==> src/hw/rtl/rcpmf_pkg.sv <==
// Package with constants, types and control structs of the red channel prior filter.
`timescale 1ns / 1ps
package rcpmf_pkg;
  localparam int MAX_WIDTH = 2048;
  localparam int MAX_PATCH = 16;
  localparam int LS_ROWS   = MAX_PATCH - 1;
  localparam int LS_DEPTH  = LS_ROWS * MAX_WIDTH;
  localparam int LS_AW     = $clog2(LS_DEPTH);
  localparam int SLOT_W    = (LS_ROWS > 1) ? $clog2(LS_ROWS) : 1;
  localparam int COL_W     = $clog2(MAX_WIDTH);
  localparam int WEFF_W    = $clog2(MAX_WIDTH + 1);
  localparam int ROW_W     = 12;
  localparam int PCNT_W    = $clog2(MAX_PATCH + 1);
  localparam int CNT_W     = (PCNT_W > 4) ? PCNT_W : 4;
  localparam int WIN_IW    = $clog2(MAX_PATCH);
  localparam int CFG_IW    = 3;
  localparam int CFG_DW    = 16;
  localparam int DIV_STEPS = 8;
  localparam int GAIN_STEPS = 3;

  typedef enum logic [CFG_IW-1:0] {
    REG_OUTPUT_MODE  = 3'd0,
    REG_PATCH_SIZE   = 3'd1,
    REG_PADDED_WIDTH = 3'd2,
    REG_GAIN_RED     = 3'd3,
    REG_GAIN_GREEN   = 3'd4,
    REG_GAIN_BLUE    = 3'd5
  } cfg_idx_e;

  typedef enum logic [3:0] {
    ST_IDLE, ST_GAIN, ST_DINIT, ST_DIV, ST_PRIOR, ST_VRD, ST_VUSE,
    ST_WRITE, ST_HMIN, ST_FIN
  } ctrl_state_e;

  typedef struct packed {
    logic             load;
    logic             gain_step;
    logic             div_init;
    logic             div_step;
    logic             prior;
    logic             rd_issue;
    logic             rd_use;
    logic             write;
    logic             hmin_step;
    logic             finish;
    logic [CNT_W-1:0] step;
  } dp_cmd_t;

  typedef struct packed {
    logic             gain_en;
    logic             out_busy;
    logic [CNT_W-1:0] num_reads;
    logic [CNT_W-1:0] patch;
  } dp_status_t;
endpackage

==> src/hw/rtl/rcpmf_ctrl.sv <==
// Controller state machine sequencing one pixel through the datapath.
`timescale 1ns / 1ps
module rcpmf_ctrl (
  input  logic                  clk_i,
  input  logic                  rst_ni,
  input  logic                  in_valid_i,
  output logic                  in_stall_o,
  input  rcpmf_pkg::dp_status_t status_i,
  output rcpmf_pkg::dp_cmd_t    cmd_o
);
  import rcpmf_pkg::*;

  ctrl_state_e      state_q, state_d;
  logic [CNT_W-1:0] cnt_q, cnt_d;

  always_ff @(posedge clk_i or negedge rst_ni) begin
    if (!rst_ni) begin
      state_q <= ST_IDLE;
      cnt_q   <= '0;
    end else begin
      state_q <= state_d;
      cnt_q   <= cnt_d;
    end
  end

  always_comb begin
    state_d    = state_q;
    cnt_d      = cnt_q;
    cmd_o      = '0;
    cmd_o.step = cnt_q;
    in_stall_o = (state_q != ST_IDLE);
    unique case (state_q)
      ST_IDLE: begin
        cnt_d = '0;
        if (in_valid_i) begin
          cmd_o.load = 1'b1;
          state_d    = status_i.gain_en ? ST_GAIN : ST_DINIT;
        end
      end
      ST_GAIN: begin
        cmd_o.gain_step = 1'b1;
        if (cnt_q == CNT_W'(GAIN_STEPS - 1)) begin
          cnt_d   = '0;
          state_d = ST_DINIT;
        end else begin
          cnt_d = cnt_q + 1'b1;
        end
      end
      ST_DINIT: begin
        cmd_o.div_init = 1'b1;
        cnt_d          = '0;
        state_d        = ST_DIV;
      end
      ST_DIV: begin
        cmd_o.div_step = 1'b1;
        if (cnt_q == CNT_W'(DIV_STEPS - 1)) begin
          cnt_d   = '0;
          state_d = ST_PRIOR;
        end else begin
          cnt_d = cnt_q + 1'b1;
        end
      end
      ST_PRIOR: begin
        cmd_o.prior = 1'b1;
        cnt_d       = '0;
        state_d     = (status_i.num_reads == '0) ? ST_WRITE : ST_VRD;
      end
      ST_VRD: begin
        cmd_o.rd_issue = 1'b1;
        state_d        = ST_VUSE;
      end
      ST_VUSE: begin
        cmd_o.rd_use = 1'b1;
        if (cnt_q + 1'b1 == status_i.num_reads) begin
          cnt_d   = '0;
          state_d = ST_WRITE;
        end else begin
          cnt_d   = cnt_q + 1'b1;
          state_d = ST_VRD;
        end
      end
      ST_WRITE: begin
        cmd_o.write = 1'b1;
        cnt_d       = '0;
        state_d     = ST_HMIN;
      end
      ST_HMIN: begin
        cmd_o.hmin_step = 1'b1;
        if (cnt_q + 1'b1 == status_i.patch) begin
          cnt_d   = '0;
          state_d = ST_FIN;
        end else begin
          cnt_d = cnt_q + 1'b1;
        end
      end
      ST_FIN: begin
        if (!status_i.out_busy) begin
          cmd_o.finish = 1'b1;
          state_d      = ST_IDLE;
        end
      end
      default: state_d = ST_IDLE;
    endcase
  end
endmodule

==> config.mk <==
export PLATFORM = sky130hd
export DESIGN_NAME = rcpmf_ctrl
export DESIGN_NICKNAME = d
export VERILOG_FILES = /design/src/hw/rtl/rcpmf_pkg.sv /design/src/hw/rtl/rcpmf_ctrl.sv
export SDC_FILE = /design/constraint.sdc
export NUM_CORES = 1
export LEC_CHECK = 0
export ABC_AREA = 1
export ABC_CLOCK_PERIOD_IN_PS = 4510
export BUFFER_PORTS_ARGS = -buffer_cell sky130_fd_sc_hd__buf_2
export CORE_UTILIZATION = 53
export CTS_CLUSTER_DIAMETER = 40
export CTS_CLUSTER_SIZE = 10
export DETAILED_ROUTE_END_ITERATION = 12
export GPL_TIMING_DRIVEN = 0
export PLACE_DENSITY = 0.83
export REMOVE_ABC_BUFFERS = 1
export SLEW_MARGIN = 25
export SYNTH_ARGS = -nofsm -noshare
export SYNTH_HDL_FRONTEND = slang
export SYNTH_SLANG_ARGS = --single-unit
==> constraint.sdc <==
create_clock -name clk_i -period 4.51 [get_ports clk_i]
set_input_delay 0.2255 -clock clk_i [delete_from_list [all_inputs] [get_ports clk_i]]
set_output_delay 0.2255 -clock clk_i [all_outputs]
set_load 0.005 [all_outputs]
# After elaboration in Yosys (flattened, before gate mapping)
# Cells that the tools add are included.
# totals
mem_bits_ro,0
regBits,9
latchBits,0
memories,0
mem_bits_rw,0
# op_classes
n_mul,0
n_bitwise,0
div,0
n_mux,26
n_addsub,1
n_lt_le_gt_ge,0
n_reduce_logical,6
n_eq_ne,18
n_shift,0
# ops
cell,count
case mux 4 bit (10 select lines),1
case mux 5 bit (5 select lines),1
two-way mux 4 bit,5
two-way mux 5 bit,4
equality test 4 x 3 -> 1 bit (second input constant),4
two-way mux 1 bit,12
equality test 5 bit,2
!= test 2 bit (second input constant),5
equality test 4 x 2 -> 1 bit (second input constant),2
equality test 4 bit (second input constant),2
two-way mux 2 bit,3
adder 5 x 1 -> 5 bit (second input constant),1
equality test 5 x 2 -> 1 bit (second input constant),1
equality test 5 x 3 -> 1 bit (second input constant),1
logical NOT 5 bit,1
AND reduction 5 bit,1
nonzero test 5 bit,1
equality test 4 x 1 -> 1 bit (second input constant),1
logical NOT 4 bit,1
nonzero test 4 bit,1
OR reduction 4 bit,1

# Depth between registers and ports, before layout
# Gate-level depths: netlist of the first run.
# depth
word_depth,4
depth_mapped,14
depth_no_buf,13

# Worst setup path before layout of the first run
# OpenSTA, ideal clock, no wires.
# synth_timing
path_type,reg2reg
startpoint,reg cnt_q[0]
endpoint,reg cnt_q[0]
required_ns,4.393
synth_period_minus_slack_ns,1.759
arrival_ns,1.643
slack_ns,2.751
path_buffers,1
stages_incl_launch_ff,12
cell_sequence,dfrtp_1 -> buf_4 -> inv_2 -> ha_1 -> xor2_1 -> nand2_1 -> nor2_1 -> nand3_1 -> a21oi_2 -> nand3_2 -> nand2_1 -> nand2_1
# synth_between
elab_chain_len,4
# synth_lines
element,line,text
start: declaration,rcpmf_ctrl.sv:14,"logic [CNT_W-1:0] cnt_q, cnt_d;"
start signal: assignment,rcpmf_ctrl.sv:22,cnt_q <= cnt_d;
adder 5 x 1 -> 5 bit,-,
equality test 5 bit (on tied branches),"rcpmf_ctrl.sv:89, rcpmf_ctrl.sv:74",
two-way mux 5 bit (on tied branches),"rcpmf_ctrl.sv:89, rcpmf_ctrl.sv:74",
case mux 5 bit (5 select lines) (*),rcpmf_ctrl.sv:32,unique case (state_q)
# Mark *: on every way between the ends. The rest lies on a longest branch, timed or not.
# A chain may end at the register's enable or synchronous reset.

# Worst setup path in the final report of the first run
# layout_timing
startpoint,reg cnt_q[0]
endpoint,reg cnt_q[1]
# The elaborated chain is that of the path after synthesis.

==> out/metrics.cfg, run 1 <==
[outcome]
status = complete, no violations

[global_route]
grt_overflow = 0
grt_max_degree = 11
track_usage_pct = 23.9
antenna_found_initial = 0
grt_pass1_wl_um = 3500
grt_pass1_vias = 893

[drt]
first_pass_iters = 6
vias = 1082
vias_per_cell = 5.28
wl_per_cell_um = 10.5
drc_errors = 0
drt_iter0_markers = 26
wirelength_um = 2160
drt-met1-wl_um = 1050
dr_wl_met3_um = 108
top_layer = met4
dr_wl_met2_um = 993
ant_nets = 0

[sta]
tns_ps = 0
setup_violations = 0
post-route-min-period_ps = 1970
tightestPinTransition_ps = 500
clock_skew_ps = 0.343
rsz0062_at_grt = false
fmax_ghz = 0.508
period_share_pct = 43.6
slew_violations = 0
hold_viol = 0
relSlewSlack_pct = 66.5

[setup_path]
crit_type = flip-flop to flip-flop
path_cells = inv_2 > ha_1 > xor2_1 > nand2_1 > nor2_1 > nand3_1 > a21oi_2 > nand3_2 > nand2_1 > nand2_1
path_delay_family = simple AND/OR/NAND/NOR gates
endpoint_kind = flip-flop
cp_common_cell = nand2_1
worstPathArrival_ps = 2110
critPathMaxStageDelay_ps = 510
worstPathMaxFanout = 9
cp_slowest_cell = dfrtp_1
cp-start-kind = flip-flop
path_buf_inv = 1
crit_required_ps = 4650

[logic_synthesis]
synth_ff_type = dfrtp_1
synth_edf_count = 0
yosysUniqueCellTypes = 25
ys.warnings.count = 0
yosysSeqAreaShare_pct = 24.1
synth_area_per_cell_um2 = 6.00
postSynth.asyncResetShare_pct = 100
synthCells = 156
ys_seq_elements = 9
synth.cell_area_um2 = 936

[power_and_ir_drop]
netSwitchingFraction_pct = 51.4
p_leak_nw = 0.676
switching_power_uw = 284
p_seq_share_pct = 25.2
p_clk_share_pct = 10.4
p_total_uw = 554
comb_power_share_pct = 64.4
p_int_uw = 269
ir_worst_vdd_uv = 345
power_density_nw_per_um2 = 491

[clock_tree]
clockBufferDepth = 2
worstSkewPairLatency_ps = 250
cts.clk_slew.worst_paths_ps = 60
clock_sinks = 9
cts_tree = built
cts_resized = 0
numCtsBuffers = 3
htreeDepth = 1
cts-root-buf = clkbuf_4

[placed_design]
io_buffers = 30
hpwl_um = 1820
gp_congestion = 0.895
placed_area_um2 = 1090

[finish]
regArea_um2 = 225
final_cell_area_um2 = 1130
drive_gt1_share_pct = 28.0
nNetsFinal = 207
area_growth_pct = 20.6
diodes = 0
nFillCells = 151
multi_input_area_um2 = 582

[die]
die_w_um = 44.0
die-area_um2 = 1940
die_h_um = 44.0
start_util_pct = 59.4
ioPinCount = 31
rows = 14
coreArea_um2 = 1580

[run]
max_cap_viol_count = 0

[hold_path]
hold_path.class = primary input to asynchronous set/reset pin

-- final timing paths --
kind	from	endpoint	slack (ps)	depth (start not counted)
setup reg to reg	cnt_q[0]$_DFFE_PN0P_	cnt_q[1]$_DFFE_PN0P_	2540	10
max in group asynchronous	rst_ni	state_q[3]$_DFFE_PN0P_	3980	2
hold / removal	rst_ni	cnt_q[0]$_DFFE_PN0P_	360	2
hold reg to reg	state_q[3]$_DFFE_PN0P_	state_q[3]$_DFFE_PN0P_	540	2
min in group clk_i	status_i[6]	state_q[1]$_DFFE_PN0P_	440	6
setup / recovery	cnt_q[0]$_DFFE_PN0P_	cnt_q[1]$_DFFE_PN0P_	2540	10
-- sequential cells by signal, indices dropped and copies added (netlist names) --
signal   flops
state_q      4
cnt_q        5
-- routing by layer --
layer,GRT usage (%),up-vias
met3,3.27,2
met4,10.3,0
met2,37.1,41
met1,33.3,479
li1,-,560
met5,0,-
-- synth_stat cells (2+ instances only) --
cell type	number	area share, %
nand3_2	3	3.2
buf_4	2	1.6
a21oi_1	4	2.1
nor2_1	21	8.4
nand2_1	43	17
o21ai_1	3	1.6
inv_1	24	9.6
nor3_1	3	1.6
nand4_1	6	4.0
xor2_1	3	2.8
inv_2	5	2.0
ha_1	2	2.7
nor2_2	2	1.3
a21oi_2	2	1.9
dfrtp_1	9	24
nand3_1	13	7.0
nand2_2	3	2.0
-- stage by stage --
step | cells | worst slack [ps] | utilization, % | hold WS [ps]
4_1_cts | 205 | 2520 | 71.6 | 340
5_1_grt | 205 | 2360 | 71.6 | 374
6_report | 205 | 2540 | 71.6 | 358
3_3_place_gp | 200 | 2560 | 69.2 | 77.2
2_1_floorplan | 154 | 2760 | - | -70.1
3_5_place_dp | 200 | 2550 | 69.2 | 78.3
-- layout make-up --
cell class | instances | share of cell area [%]
inverter | 30 | 10.1
clock inverter | 1 | 0.443
multi-input combinational | 115 | 51.6
clock buffer | 3 | 2.00
sequential | 9 | 20.0
tap | 16 | 1.77
timing repair buffer | 31 | 14.2
-- cells by family after synthesis --
| group | Yosys count | share of synthesized area (%) |
|---|---|---|
| compound gates | 12 | 8.15 |
| buf+inv | 32 | 13.8 |
| fa+ha+maj | 2 | 2.67 |
| xor+xnor | 3 | 2.81 |
| simple gates | 98 | 48.5 |
| flops | 9 | 24.1 |
-- layout by cell type, fill, tap and decap left out, types with 3 or more instances in the layout --
| master | Yosys | routed |
|---|---|---|
| xor2_1 | 3 | 3 |
| nor2_1 | 21 | 21 |
| o21ai_1 | 3 | 3 |
| nand2_1 | 43 | 43 |
| dfrtp_1 | 9 | 9 |
| a21oi_1 | 4 | 4 |
| nor3_1 | 3 | 3 |
| clkbuf_4 | 0 | 3 |
| nand2_2 | 3 | 3 |
| nand4_1 | 6 | 6 |
| inv_1 | 24 | 24 |
| nand3_2 | 3 | 3 |
| nand3_1 | 13 | 13 |
| buf_2 | 0 | 30 |
| inv_2 | 5 | 5 |
-- worst register-to-register path: stages (launching register included) --
cell,delay [ps]
dfrtp_1,510
inv_2,70
ha_1,360
xor2_1,180
nand2_1,70
nor2_1,110
nand3_1,120
a21oi_2,190
nand3_2,120
nand2_1,90
nand2_1,50
-- power by group through the flow --
stage | combinational [mW] | clock, mW | sequential (mW)
global placement | 0.342 | 0 | 0.139
detailed placement | 0.353 | 0 | 0.141
CTS | 0.355 | 0.0599 | 0.139
finish | 0.357 | 0.0575 | 0.140
floorplan | 0.260 | 0 | 0.133
global route | 0.401 | 0.0622 | 0.143
-- repair_timing --
item	CTS	global route
setup buffers	0	0
hold buffers	1	0
hold endpoints to repair	9	0
endpoints found under the setup margin	0	0
Note: power is estimated with default switching activity, not from simulation.
==> inputs of run 2 (changes only) <==
--- a/config.mk
+++ b/config.mk
@@ -6,14 +6,14 @@
 export NUM_CORES = 1
 export LEC_CHECK = 0
 export ABC_AREA = 1
-export ABC_CLOCK_PERIOD_IN_PS = 4510
+export ABC_CLOCK_PERIOD_IN_PS = 2000
 export BUFFER_PORTS_ARGS = -buffer_cell sky130_fd_sc_hd__buf_2
-export CORE_UTILIZATION = 53
+export CORE_UTILIZATION = 50
 export CTS_CLUSTER_DIAMETER = 40
 export CTS_CLUSTER_SIZE = 10
 export DETAILED_ROUTE_END_ITERATION = 12
 export GPL_TIMING_DRIVEN = 0
-export PLACE_DENSITY = 0.83
+export PLACE_DENSITY = 0.79
 export REMOVE_ABC_BUFFERS = 1
 export SLEW_MARGIN = 25
 export SYNTH_ARGS = -nofsm -noshare
==> constraint.sdc (replaced) <==
create_clock -name clk_i -period 2 [get_ports clk_i]
set_input_delay 0.1 -clock clk_i [delete_from_list [all_inputs] [get_ports clk_i]]
set_output_delay 0.1 -clock clk_i [all_outputs]
set_load 0.005 [all_outputs]
==> run 2 against run 1 <==
Net effect:
- clock skew hardly changed
- combinational power up 140%
- sequential power increased by 130%
- register-to-register slack got worse by 2400 ps
- total power grew 140%
- utilization shrank 3.8 points
- count of clock-buffer cells in the layout up 1
- final area rose by 4.9%
- worst hold slack lost 140 ps
- setup slack worse by 2400 ps
- cell count up 5.9%
- critical path type unchanged
- largest cell class unchanged
- largest power group unchanged
- highest routed layer unchanged
==> out/metrics.cfg, run 2 (synthesis gave the netlist of run 1 again) <==
[outcome]
status = complete, no violations

[setup_path]
worstPathMaxFanout = 6
r2r-start = cnt_q[1]$_DFFE_PN0P_
crit_type = flip-flop to flip-flop
crit_required_ps = 2140
path_buf_inv = 1
endpoint_kind = flip-flop
critPathMaxStageDelay_ps = 440
worstPathArrival_ps = 2000
ff2ff_setup_slack_ps = 150
path_cells = ha_2 > inv_1 > nand2_2 > nand2_2 > nand2_1 > nand2_1 > nor2_1 > nand3_2 > a21oi_2 > nand3_2 > nand2_1 > nand2_1
ff2ff_path_depth = 12
cp-start-kind = flip-flop
cp_common_cell = nand2_1
r2r_end = cnt_q[4]$_DFFE_PN0P_
cp-startpoint = cnt_q[1]$_DFFE_PN0P_
path_delay_family = simple AND/OR/NAND/NOR gates
cp_slowest_cell = dfrtp_2

[clock_tree]
clock_sinks = 9
cts_tree = built
htreeDepth = 1
cts-root-buf = clkbuf_4
numCtsBuffers = 3
clockBufferDepth = 2
cts.clk_slew.worst_paths_ps = 50
worstSkewPairLatency_ps = 250

[sta]
fmax_ghz = 0.539
post-route-min-period_ps = 1850
worst_slack_ps = 145
clock_skew_ps = 0.767
tns_ps = 0
rsz0062_at_grt = false
hold_viol = 0
tightestPinTransition_ps = 489
slew_violations = 0
relSlewSlack_pct = 67.2
period_share_pct = 92.7
setup_violations = 0

[finish]
largestRegisters = cnt_q: 5 flops, state_q: 4 flops
nNetsFinal = 210
diodes = 0
drive_gt1_share_pct = 31.3
nFillCells = 171
layout_common_cells = 43 x nand2_1, 30 x buf_2, 24 x inv_1
top_register = cnt_q
area_growth_pct = 26.5
mostFrequentLayoutCell = nand2_1
largest_register_ffs = 5

[power_and_ir_drop]
power_density_nw_per_um2 = 1110
ir_worst_vdd_uv = 869
p_leak_nw = 0.684

[die]
start_util_pct = 53.6
die_h_um = 45.3
die-area_um2 = 2050
rows = 15
die_w_um = 45.3
ioPinCount = 31
coreArea_um2 = 1750

[placed_design]
gp_congestion = 0.918
hpwl_um = 1790
io_buffers = 30
post-place-ws_ps = -35.0

[global_route]
grt_pass1_vias = 827
antenna_found_initial = 0
grt_overflow = 0
grt_max_degree = 11
track_usage_pct = 22.7
grt_pass1_wl_um = 3370

[drt]
vias = 1078
ant_nets = 0
drc_errors = 0
vias_per_cell = 4.97
drt_iter0_markers = 42
first_pass_iters = 4
wl_per_cell_um = 10.5
wirelength_um = 2290

[run]
max_cap_viol_count = 0

[hold_path]
hold_path.class = primary input to asynchronous set/reset pin

run 2: cell types whose count changed in the layout (fill, tap and decap cells not counted), sizes merged:
cell and delta:
clkinv -1, clkbuf +1, buf +3
run 2: where the power goes:
part,switching [mW],internal (mW)
registers,0.0851,0.235
logic,0.515,0.347
clock network,0.0542,0.0763
run 2: worst max path at each step:
stage,endpoint,depth (start not counted)
4_1_cts,cnt_q[1]$_DFFE_PN0P_,13
3_5_place_dp,cnt_q[1]$_DFFE_PN0P_,13
6_report,cnt_q[4]$_DFFE_PN0P_,12
2_1_floorplan,cnt_q[0]$_DFFE_PN0P_,10
5_1_grt,cnt_q[0]$_DFFE_PN0P_,12
3_3_place_gp,cnt_q[1]$_DFFE_PN0P_,10
run 2: final cells by class:
cell class / count / area (µm²) / share of cell area, %
clock buffer: 4 / 26.3 / 2.22
inverter: 30 / 114 / 9.62
multi-input combinational: 115 / 602 / 50.8
sequential: 9 / 228 / 19.2
tap: 25 / 31.3 / 2.64
timing repair buffer: 34 / 183 / 15.4
run 2: timing repair:
action / in CTS / in global routing
resized for setup: 1 / 5
hold buffers: 1 / 0
buffers inserted: 0 / 3
gates cloned: 0 / 0
pin swaps: 0 / 2
setup endpoints to repair: 6 / 7
endpoints found under the hold margin: 9 / 0
run 2: routing by layer:
layer,up-vias,share of wire [%],GRT usage (%)
met5,-,0,0
met4,0,1.3,9.70
met3,4,6.8,4.80
met2,47,45,33.6
met1,463,47,31.9
li1,564,-,-
run 2: stage by stage:
| stage | util [%] | cells | total power, mW | instance area (µm²) | hold WS [ps] |
|---|---|---|---|---|---|
| floorplan | - | 154 | 0.886 | 921 | -196 |
| global placement | 63.2 | 209 | 1.09 | 1100 | -43.2 |
| detailed placement | 63.2 | 209 | 1.11 | 1100 | -42.5 |
| CTS | 65.3 | 214 | 1.25 | 1140 | 216 |
| global route | 67.8 | 217 | 1.46 | 1180 | 216 |
| finish | 67.8 | 217 | 1.31 | 1180 | 223 |
